`config.mk`:
```
export PLATFORM = sky130hd
export DESIGN_NAME = peak_extremum_decimator_flat
export DESIGN_NICKNAME = d
export VERILOG_FILES = /design/src/hdl/ped_pkg.sv /design/src/hdl/ped_stream_if.sv /design/src/hdl/peak_extremum_decimator.sv /design/src/flat_wrapper.sv
export SDC_FILE = /design/constraint.sdc
export NUM_CORES = 2
export LEC_CHECK = 0
export CAP_MARGIN = 10
export CORE_MARGIN = 2
export CORE_UTILIZATION = 40
export DETAILED_ROUTE_END_ITERATION = 16
export DONT_BUFFER_PORTS = 1
export PLACE_DENSITY = 0.61
export REMOVE_ABC_BUFFERS = 1
export SLEW_MARGIN = 20
export SYNTH_ARGS = -nofsm -noshare
export SYNTH_HDL_FRONTEND = slang
export SYNTH_SLANG_ARGS = --single-unit
```
`constraint.sdc`:
```
create_clock -name clk_i -period 8.7 [get_ports clk_i]
set_input_delay 0.435 -clock clk_i [delete_from_list [all_inputs] [get_ports clk_i]]
set_output_delay 0.435 -clock clk_i [all_outputs]
set_load 0.01 [all_outputs]
```
`src/hdl/ped_pkg.sv`:
```
// Shared types and constants of the peak extremum decimator.
// No dependencies; used by the top level and by the stream interface users.
package ped_pkg;

  localparam int unsigned ChanW    = 6;
  localparam int unsigned SampleW  = 16;
  localparam int unsigned BinSizeW = 13;
  localparam int unsigned LimitW   = 7;
  localparam int unsigned CfgW     = 64;
  localparam int unsigned CfgIdxW  = 2;

  typedef enum logic [1:0] {
    KIND_NEURAL  = 2'd0,
    KIND_ANALOG  = 2'd1,
    KIND_DIGITAL = 2'd2
  } kind_e;

  typedef enum logic [CfgIdxW-1:0] {
    CFG_BIN_SIZE     = 2'd0,
    CFG_NEURAL_LIMIT = 2'd1,
    CFG_ANALOG_LIMIT = 2'd2,
    CFG_SHOWN_MASK   = 2'd3
  } cfg_idx_e;

  typedef struct packed {
    logic [ChanW-1:0]          channel;
    logic signed [SampleW-1:0] sample;
    logic                      block_end;
  } in_item_t;

  typedef struct packed {
    logic [ChanW-1:0]          out_channel;
    logic signed [SampleW-1:0] point;
    kind_e                     kind;
  } out_item_t;

endpackage

```
`src/hdl/ped_stream_if.sv`:
```
// Valid/ready stream channel carrying one payload item per transfer.
// Payload type is a parameter; the decimator uses ped_pkg item structs.
interface ped_stream_if #(
  parameter type T = logic
) ();
  logic valid;
  logic ready;
  T     data;

  modport source (output valid, output data, input ready);
  modport sink   (input valid, input data, output ready);
endinterface

```
`src/hdl/peak_extremum_decimator.sv`:
```
// Peak extremum decimator: per-channel min/max binning of interleaved samples.
// Uses ped_pkg (types, codes) and ped_stream_if (input and output channels).
//
// Usage:
//   in_i  carries one sample per transfer: channel, signed sample, block_end.
//   out_o carries decimated points: out_channel, point, kind. Each input
//   transfer yields zero or one output transfer, in input order.
//   Configuration is written through cfg_we_i / cfg_idx_i / cfg_wdata_i while
//   the block is idle: bin size, neural and analog channel limits, shown mask.
// Throughput: one sample per cycle while no point is blocked. Per-channel state
//   sits in one synchronous memory read at acceptance and written back from the
//   compare stage; a back-to-back sample of the same channel takes the written
//   word over a forwarding path, so no bubble is needed.
// Path: an accepted sample loads the stage 1 registers, and a point that it emits
//   is loaded from there into the output register that drives out_o.
// Receiver stall: the output register holds its point; the compare stage
//   keeps working while its sample emits nothing, and input ready drops only
//   when a second point would have to wait behind the held one.
// Reset: configuration returns to bin size 1, all channels digital, all shown;
//   every bin position reads as zero at once through per-channel valid bits.
//   Running extrema are undefined until the first sample of a bin writes them.
module peak_extremum_decimator #(
  parameter int unsigned MAX_CHANNELS = 64,
  parameter int unsigned MAX_BIN      = 4096
) (
  input  logic                          clk_i,
  input  logic                          rst_ni,
  input  logic                          cfg_we_i,
  input  logic [ped_pkg::CfgIdxW-1:0]   cfg_idx_i,
  input  logic [ped_pkg::CfgW-1:0]      cfg_wdata_i,
  ped_stream_if.sink                    in_i,
  ped_stream_if.source                  out_o
);

  localparam int unsigned IdxW  = (MAX_CHANNELS > 1) ? $clog2(MAX_CHANNELS) : 1;
  localparam int unsigned PosW  = (MAX_BIN > 1) ? $clog2(MAX_BIN) : 1;
  localparam int unsigned SW    = ped_pkg::SampleW;
  localparam int unsigned WordW = PosW + 2 * SW;
  localparam int unsigned BsW   = ped_pkg::BinSizeW;
  localparam int unsigned LimW  = ped_pkg::LimitW;

  // ---------------------------------------------------------------------------
  // Configuration registers
  // ---------------------------------------------------------------------------
  logic [BsW-1:0]  bin_size_q;
  logic [LimW-1:0] neural_limit_q;
  logic [LimW-1:0] analog_limit_q;
  logic [63:0]     shown_mask_q;

  always_ff @(posedge clk_i or negedge rst_ni) begin
    if (!rst_ni) begin
      bin_size_q     <= BsW'(1);
      neural_limit_q <= '0;
      analog_limit_q <= '0;
      shown_mask_q   <= '1;
    end else if (cfg_we_i) begin
      case (cfg_idx_i)
        ped_pkg::CFG_BIN_SIZE:     bin_size_q     <= cfg_wdata_i[BsW-1:0];
        ped_pkg::CFG_NEURAL_LIMIT: neural_limit_q <= cfg_wdata_i[LimW-1:0];
        ped_pkg::CFG_ANALOG_LIMIT: analog_limit_q <= cfg_wdata_i[LimW-1:0];
        ped_pkg::CFG_SHOWN_MASK:   shown_mask_q   <= cfg_wdata_i[63:0];
        default: ;
      endcase
    end
  end

  // Clamp the bin size: zero acts as one, large values saturate.
  logic [BsW-1:0] size_eff;
  always_comb begin
    if (bin_size_q == '0) begin
      size_eff = BsW'(1);
    end else if (bin_size_q > BsW'(MAX_BIN)) begin
      size_eff = BsW'(MAX_BIN);
    end else begin
      size_eff = bin_size_q;
    end
  end

  // ---------------------------------------------------------------------------
  // Stage 0: accept a sample and read its channel's state word
  // ---------------------------------------------------------------------------
  logic            in_ready;
  logic            in_fire;
  logic [IdxW-1:0] rd_idx;

  assign in_i.ready = in_ready;
  assign in_fire    = in_i.valid && in_ready;
  assign rd_idx     = in_i.data.channel[IdxW-1:0];

  // State word: {bin position, bin low, bin high}
  logic [WordW-1:0]        state_mem [MAX_CHANNELS];
  logic [MAX_CHANNELS-1:0] pos_vld_q;
  logic [WordW-1:0]        rd_word_q;
  logic                    rd_vld_q;

  logic                    mem_we;
  logic [IdxW-1:0]         wr_idx;
  logic [WordW-1:0]        wr_word;
  logic [PosW-1:0]         wr_pos;

  always_ff @(posedge clk_i) begin
    if (mem_we) begin
      state_mem[wr_idx] <= wr_word;
    end
    if (in_fire) begin
      rd_word_q <= state_mem[rd_idx];
    end
  end

  // Valid bit per channel: an unwritten bin position reads as zero.
  always_ff @(posedge clk_i or negedge rst_ni) begin
    if (!rst_ni) begin
      pos_vld_q <= '0;
    end else if (mem_we) begin
      pos_vld_q[wr_idx] <= 1'b1;
    end
  end

  // ---------------------------------------------------------------------------
  // Stage 1 registers
  // ---------------------------------------------------------------------------
  logic                        s1_v_q;
  logic [ped_pkg::ChanW-1:0]   s1_ch_q;
  logic signed [SW-1:0]        s1_sample_q;
  logic                        s1_last_q;
  logic                        fwd_q;
  logic [WordW-1:0]            fwd_word_q;
  logic                        fwd_d;
  logic                        s1_go;

  // Forward the word being written when the next sample hits the same channel.
  assign fwd_d = mem_we && (s1_ch_q == in_i.data.channel);

  always_ff @(posedge clk_i or negedge rst_ni) begin
    if (!rst_ni) begin
      s1_v_q <= 1'b0;
    end else if (s1_go) begin
      s1_v_q <= in_fire;
    end
  end

  always_ff @(posedge clk_i) begin
    if (in_fire) begin
      s1_ch_q     <= in_i.data.channel;
      s1_sample_q <= in_i.data.sample;
      s1_last_q   <= in_i.data.block_end;
      rd_vld_q    <= pos_vld_q[rd_idx];
      fwd_q       <= fwd_d;
      fwd_word_q  <= wr_word;
    end
  end

  // ---------------------------------------------------------------------------
  // Stage 1: update the bin and decide on a point
  // ---------------------------------------------------------------------------
  logic [WordW-1:0]      cur_word;
  logic                  cur_vld;
  logic [PosW-1:0]       pos;
  logic signed [SW-1:0]  old_lo, old_hi, new_lo, new_hi;
  logic [PosW:0]         next_pos;
  logic                  in_range, shown, s1_act;
  logic                  close, is_neural, is_analog, emit;
  logic signed [SW:0]    lo_x, hi_x, abs_lo, abs_hi;
  ped_pkg::out_item_t    res;

  always_comb begin
    cur_word = fwd_q ? fwd_word_q : rd_word_q;
    cur_vld  = fwd_q || rd_vld_q;
    pos      = cur_vld ? cur_word[WordW-1 -: PosW] : '0;
    old_lo   = cur_word[2*SW-1 -: SW];
    old_hi   = cur_word[SW-1:0];

    in_range  = {1'b0, s1_ch_q} < LimW'(MAX_CHANNELS);
    shown     = shown_mask_q[s1_ch_q];
    s1_act    = s1_v_q && in_range && shown;
    is_neural = {1'b0, s1_ch_q} < neural_limit_q;
    is_analog = {1'b0, s1_ch_q} < analog_limit_q;

    next_pos = {1'b0, pos} + (PosW+1)'(1);
    close    = s1_last_q || (BsW'(next_pos) >= size_eff);

    // Neural bins track extrema; other classes keep them untouched.
    if (!is_neural) begin
      new_lo = old_lo;
      new_hi = old_hi;
    end else if (pos == '0) begin
      new_lo = s1_sample_q;
      new_hi = s1_sample_q;
    end else begin
      new_lo = (s1_sample_q < old_lo) ? s1_sample_q : old_lo;
      new_hi = (s1_sample_q > old_hi) ? s1_sample_q : old_hi;
    end

    lo_x   = {new_lo[SW-1], new_lo};
    hi_x   = {new_hi[SW-1], new_hi};
    abs_lo = new_lo[SW-1] ? -lo_x : lo_x;
    abs_hi = new_hi[SW-1] ? -hi_x : hi_x;

    res.out_channel = s1_ch_q;
    if (is_neural) begin
      emit     = s1_act && close;
      res.kind = ped_pkg::KIND_NEURAL;
      // Larger magnitude wins; a tie goes to the maximum.
      res.point = (abs_lo > abs_hi) ? new_lo : new_hi;
    end else begin
      emit      = s1_act && (pos == '0);
      res.kind  = is_analog ? ped_pkg::KIND_ANALOG : ped_pkg::KIND_DIGITAL;
      res.point = s1_sample_q;
    end

    wr_pos  = close ? '0 : next_pos[PosW-1:0];
    wr_word = {wr_pos, new_lo, new_hi};
    wr_idx  = s1_ch_q[IdxW-1:0];
  end

  // ---------------------------------------------------------------------------
  // Output register and flow control
  // ---------------------------------------------------------------------------
  logic                out_v_q, out_v_d, out_load;
  ped_pkg::out_item_t  out_data_q;

  // Stage 1 advances unless it holds a point and the output slot stays full.
  assign s1_go    = !s1_v_q || !emit || !out_v_q || out_o.ready;
  assign in_ready = s1_go;
  assign mem_we   = s1_v_q && s1_go && s1_act;
  assign out_load = s1_v_q && s1_go && emit;
  assign out_v_d  = out_load || (out_v_q && !out_o.ready);

  always_ff @(posedge clk_i or negedge rst_ni) begin
    if (!rst_ni) begin
      out_v_q <= 1'b0;
    end else begin
      out_v_q <= out_v_d;
    end
  end

  always_ff @(posedge clk_i) begin
    if (out_load) begin
      out_data_q <= res;
    end
  end

  assign out_o.valid = out_v_q;
  assign out_o.data  = out_data_q;

  // ---------------------------------------------------------------------------
  // Assertions
  // ---------------------------------------------------------------------------
  a_no_accept_on_blocked_point: assert property (@(posedge clk_i) disable iff (!rst_ni)
    (s1_v_q && emit && out_v_q && !out_o.ready) |-> !in_ready)
    else $error("sample accepted while a point is blocked");

  a_pos_below_size: assert property (@(posedge clk_i) disable iff (!rst_ni)
    mem_we |-> (BsW'(wr_pos) < size_eff))
    else $error("bin position written at or past bin size");

  a_out_from_stage1: assert property (@(posedge clk_i) disable iff (!rst_ni)
    $rose(out_v_q) |-> $past(s1_v_q))
    else $error("output point without a sample in the compare stage");

  a_fwd_same_channel: assert property (@(posedge clk_i) disable iff (!rst_ni)
    (in_fire && fwd_d) |=> (s1_v_q && fwd_q && ($past(s1_ch_q) == s1_ch_q)))
    else $error("forwarded word taken for a different channel");

endmodule

```
`src/flat_wrapper.sv`:
```
// flat-port wrapper written by rule: the top's interface ports become plain ports
module peak_extremum_decimator_flat 
#(
  parameter int unsigned MAX_CHANNELS = 64,
  parameter int unsigned MAX_BIN      = 4096
)
  (clk_i, rst_ni, cfg_we_i, cfg_idx_i, cfg_wdata_i, in_i_valid, in_i_data, in_i_ready, out_o_valid, out_o_data, out_o_ready);
  ped_stream_if #(.T(ped_pkg::in_item_t)) in_i_i ();
  ped_stream_if #(.T(ped_pkg::out_item_t)) out_o_i ();
  input  logic clk_i;
  input  logic rst_ni;
  input  logic cfg_we_i;
  input  logic [ped_pkg::CfgIdxW-1:0] cfg_idx_i;
  input  logic [ped_pkg::CfgW-1:0] cfg_wdata_i;
  input wire logic [$bits(in_i_i.valid)-1:0] in_i_valid;
  input wire logic [$bits(in_i_i.data)-1:0] in_i_data;
  output wire logic [$bits(in_i_i.ready)-1:0] in_i_ready;
  output wire logic [$bits(out_o_i.valid)-1:0] out_o_valid;
  output wire logic [$bits(out_o_i.data)-1:0] out_o_data;
  input wire logic [$bits(out_o_i.ready)-1:0] out_o_ready;
  assign in_i_i.valid = in_i_valid;
  assign in_i_i.data = in_i_data;
  assign in_i_ready = in_i_i.ready;
  assign out_o_valid = out_o_i.valid;
  assign out_o_data = out_o_i.data;
  assign out_o_i.ready = out_o_ready;
  peak_extremum_decimator #(.MAX_CHANNELS(MAX_CHANNELS), .MAX_BIN(MAX_BIN)) u_core (.clk_i(clk_i), .rst_ni(rst_ni), .cfg_we_i(cfg_we_i), .cfg_idx_i(cfg_idx_i), .cfg_wdata_i(cfg_wdata_i), .in_i(in_i_i), .out_o(out_o_i));
endmodule
```
==> results.cfg <==
[synth]
synth-main-ff-cell = edfxtp_1
synth-seq-cells = 3110
ys_top_cells_by_area = edfxtp_1, mux4_2, dfrtp_1, dfstp_2, mux2_2
synth_cell_types = 73
postSynth.asyncResetShare_pct = 5.05
synthCells = 5355
synth_sequential_area_ratio_pct = 75.7
yosys.area.top_type = edfxtp_1
synth_warnings = 0
synth_enable_flop_cells = 2953
post_synth.cell_area_avg_um2 = 22.9
synth_area_mm2 = 0.122
synth_top_area_share_pct = 72.4

[global_route]
overflow = 0
first_global_vias = 59460
grt_max_degree = 183
grt_pass1_wl_mm = 473
antenna_found_initial = 27
grt.total_usage_pct = 21.7

[power]
irDropWorstVdd_uv = 176
p_total_w = 0.0348
p_leak_nw = 43.9
power_density_mw_per_mm2 = 248

[drt]
drtIter0Drc = 8597
post_drt_via_cell_ratio = 5.94
wl_per_cell_um = 33.8
vias = 59681
drt_wl_total_mm = 340
dr.pass1.iters = 6
remaining_drc_errors = 0
ant_nets = 0

[placed_design]
io_buffer_count = 0
gp_congestion = 0.889
hpwlAfterDp_mm = 181
dp.cells = 9380

[setup_path]
critical_path_class = reg2reg
cp_data_required_time_ns = 9.30
crit_buf_inv = 3
crit_top_cell = ha_1
worstPathArrival_ns = 8.40
cp_slowest_stage_delay_ns = 0.82
critPathLaunchType = flop
cp-end-kind = flop
slowest_stage = o41ai_1
path_max_fanout = 65
path_delay_family = compound AO/OA/AOI/OAI gates

[hold_path]
hp-class = in2reg

[clock_tree]
cts_tree = yes
post_cts_buffers = 0
h-tree-depth = 5
path_clk_slew_ns = 0.06
cts_num_sinks = 3110
cts_resized = 0
ctsRootBufferMaster = clkbuf_16
cts_buffers = 320
clock_path_buffers = 4
clock_latency_ns = 0.90
postCtsHoldBufs = 92

[cells_and_area]
fin_cells = 10054
fillers = 25093
area_growth_pct = 14.5
nets = 5867
drive_above_1_share_pct = 32.1

[floorplan]
rows = 203
io_pins = 120
start_util_pct = 40.1
die_area_mm2 = 0.311
core_mm2 = 0.305
die_x_um = 557
fp.dieH_um = 557

[timing]
slew_violations = 0
max_freq_mhz = 128
worstMarginPinSlew_ns = 1.23
setup_viol = 0
min_period_ns = 7.80
slew_headroom_pct = 18.0
rsz0062_at_grt = false
fin_crit_sh_pct = 89.7
hold_violations = 0
clock_skew_ns = 0.0495

[run]
max_cap_violations = 0

[outcome]
status = finished clean
-- cells by family after synthesis --
kind of cell / count (synthesis) / synth area share [%]
compound gates: 229 / 1.36
simple gates: 462 / 1.86
other cells: 2 / 0.00613
flops: 3110 / 75.7
xor+xnor: 42 / 0.300
fa+ha+maj: 75 / 0.766
mux: 1109 / 18.9
buf+inv: 326 / 1.16
-- path summary, 6_finish.rpt --
kind | startpoint | end | slack [ns] | cells after the start
setup / recovery | u_core.fwd_q$_DFFE_PP_ | u_core.out_o.data[2]$_DFFE_PP_ | 0.90 | 25
hold / removal | in_i_data[22] | u_core.rd_word_q[22]$_DFFE_PP_ | 0.06 | 1
setup reg to reg | u_core.fwd_q$_DFFE_PP_ | u_core.out_o.data[2]$_DFFE_PP_ | 0.90 | 25
hold reg to reg | u_core.pos_vld_q[46]$_DFFE_PN0P_ | u_core.pos_vld_q[46]$_DFFE_PN0P_ | 0.46 | 1
max in group asynchronous | rst_ni | u_core.bin_size_q[6]$_DFFE_PN0P_ | 7.65 | 2
min in group asynchronous | rst_ni | u_core.s1_v_q$_DFFE_PN0N_ | 0.32 | 2
-- worst reg2reg max path, stage by stage (launching register included) --
cell       delay (ns)
edfxtp_1         0.37
buf_12           0.34
mux2i_1          0.65
ha_1             0.37
a21oi_1          0.15
nor2_1           0.05
o311a_1          0.37
a2bb2oi_1        0.18
and3_2           0.48
mux2i_1          0.24
buf_4            0.15
ha_1             0.21
o21ai_0          0.14
or3_1            0.44
nand2b_1         0.21
o311ai_0         0.46
xnor2_1          0.18
ha_1             0.26
nand4_1          0.13
or2_2            0.16
inv_1            0.04
a211o_1          0.29
o41ai_1          0.82
nand2_1          0.44
o32ai_1          0.34
a31oi_1          0.08
-- cell type report --
type,count,area (µm²),share of cell area (%)
Sequential cell,3110,92700,66.1
Multi-Input combinational cell,1919,29000,20.7
Clock buffer,414,8610,6.14
Tap cell,4100,5130,3.66
Timing Repair Buffer,297,3130,2.23
Clock inverter,153,1390,0.990
Inverter,50,188,0.134
Antenna cell,11,27.5,0.0196
-- layout by cell type, fill, tap and decap left out, types with 65 or more instances in the layout --
| cell | Yosys | final |
|---|---|---|
| buf_4 | 7 | 163 |
| clkbuf_1 | 147 | 74 |
| clkbuf_16 | 0 | 326 |
| dfrtp_1 | 92 | 92 |
| dfstp_2 | 65 | 65 |
| dlygate4sd3_1 | 0 | 90 |
| edfxtp_1 | 2953 | 2953 |
| ha_1 | 75 | 75 |
| mux2_2 | 120 | 117 |
| mux4_2 | 946 | 946 |
| nand2_1 | 129 | 129 |
-- flip-flops by register name, indices dropped and copies added, names as in the netlist, 7 cells and up --
register / cells
u_core.shown_mask_q: 64
u_core.pos_vld_q: 64
u_core.analog_limit_q: 7
u_core.bin_size_q: 13
u_core.s1_sample_q: 16
u_core.state_mem: 2816
u_core.fwd_word_q: 44
u_core.neural_limit_q: 7
u_core.rd_word_q: 44
u_core.out_o.data: 24
-- layer usage --
layer | track usage (%) | wire, µm | vias to the layer above
met5 | 0.633 | 309 | -
met4 | 6.11 | 9960 | 6
met3 | 3.46 | 27500 | 527
met2 | 35.2 | 166000 | 2789
met1 | 30.5 | 137000 | 32849
li1 | - | - | 23510
-- report_power, final --
group          switching (W)  internal, W
Clock                0.00567      0.00762
Sequential          0.000156       0.0178
Combinational        0.00242      0.00113
Total                0.00825       0.0265
-- cells in the mapped netlist (9+ instances only) --
cell / n
nand2_1: 129
a31oi_1: 11
buf_1: 22
a31o_2: 10
nand3_1: 28
o21bai_1: 10
mux2_2: 120
a21o_1: 13
mux4_2: 946
a22oi_1: 9
nor3_1: 59
inv_1: 49
o21bai_2: 20
or3_1: 9
xnor2_1: 19
nand4_1: 10
buf_2: 93
nor2_1: 101
dfstp_2: 65
a21oi_1: 46
nor4_1: 19
mux2i_1: 42
a211oi_1: 11
nand2b_1: 14
dfrtp_1: 92
edfxtp_1: 2953
nor2b_1: 20
clkbuf_1: 147
ha_1: 75
o21ai_0: 37
or2_1: 23
and3_1: 10
xor2_1: 23
-- per-stage QoR --
step | hold WS [ns] | TNS [ns] | util [%] | setup WS [ns] | instance area [µm²]
after floorplan | 0.139 | -584.76 | - | -1.59 | 121000
after global placement | 0.153 | 0 | 42.2 | 0.940 | 129000
after detailed placement | 0.149 | 0 | 42.3 | 1.02 | 129000
after CTS | 0.00526 | 0 | 45.9 | 0.994 | 140000
after global routing | 0.00566 | 0 | 45.9 | 0.390 | 140000
final | 0.0552 | 0 | 45.9 | 0.897 | 140000
Note: power is estimated with default switching activity, not from simulation.
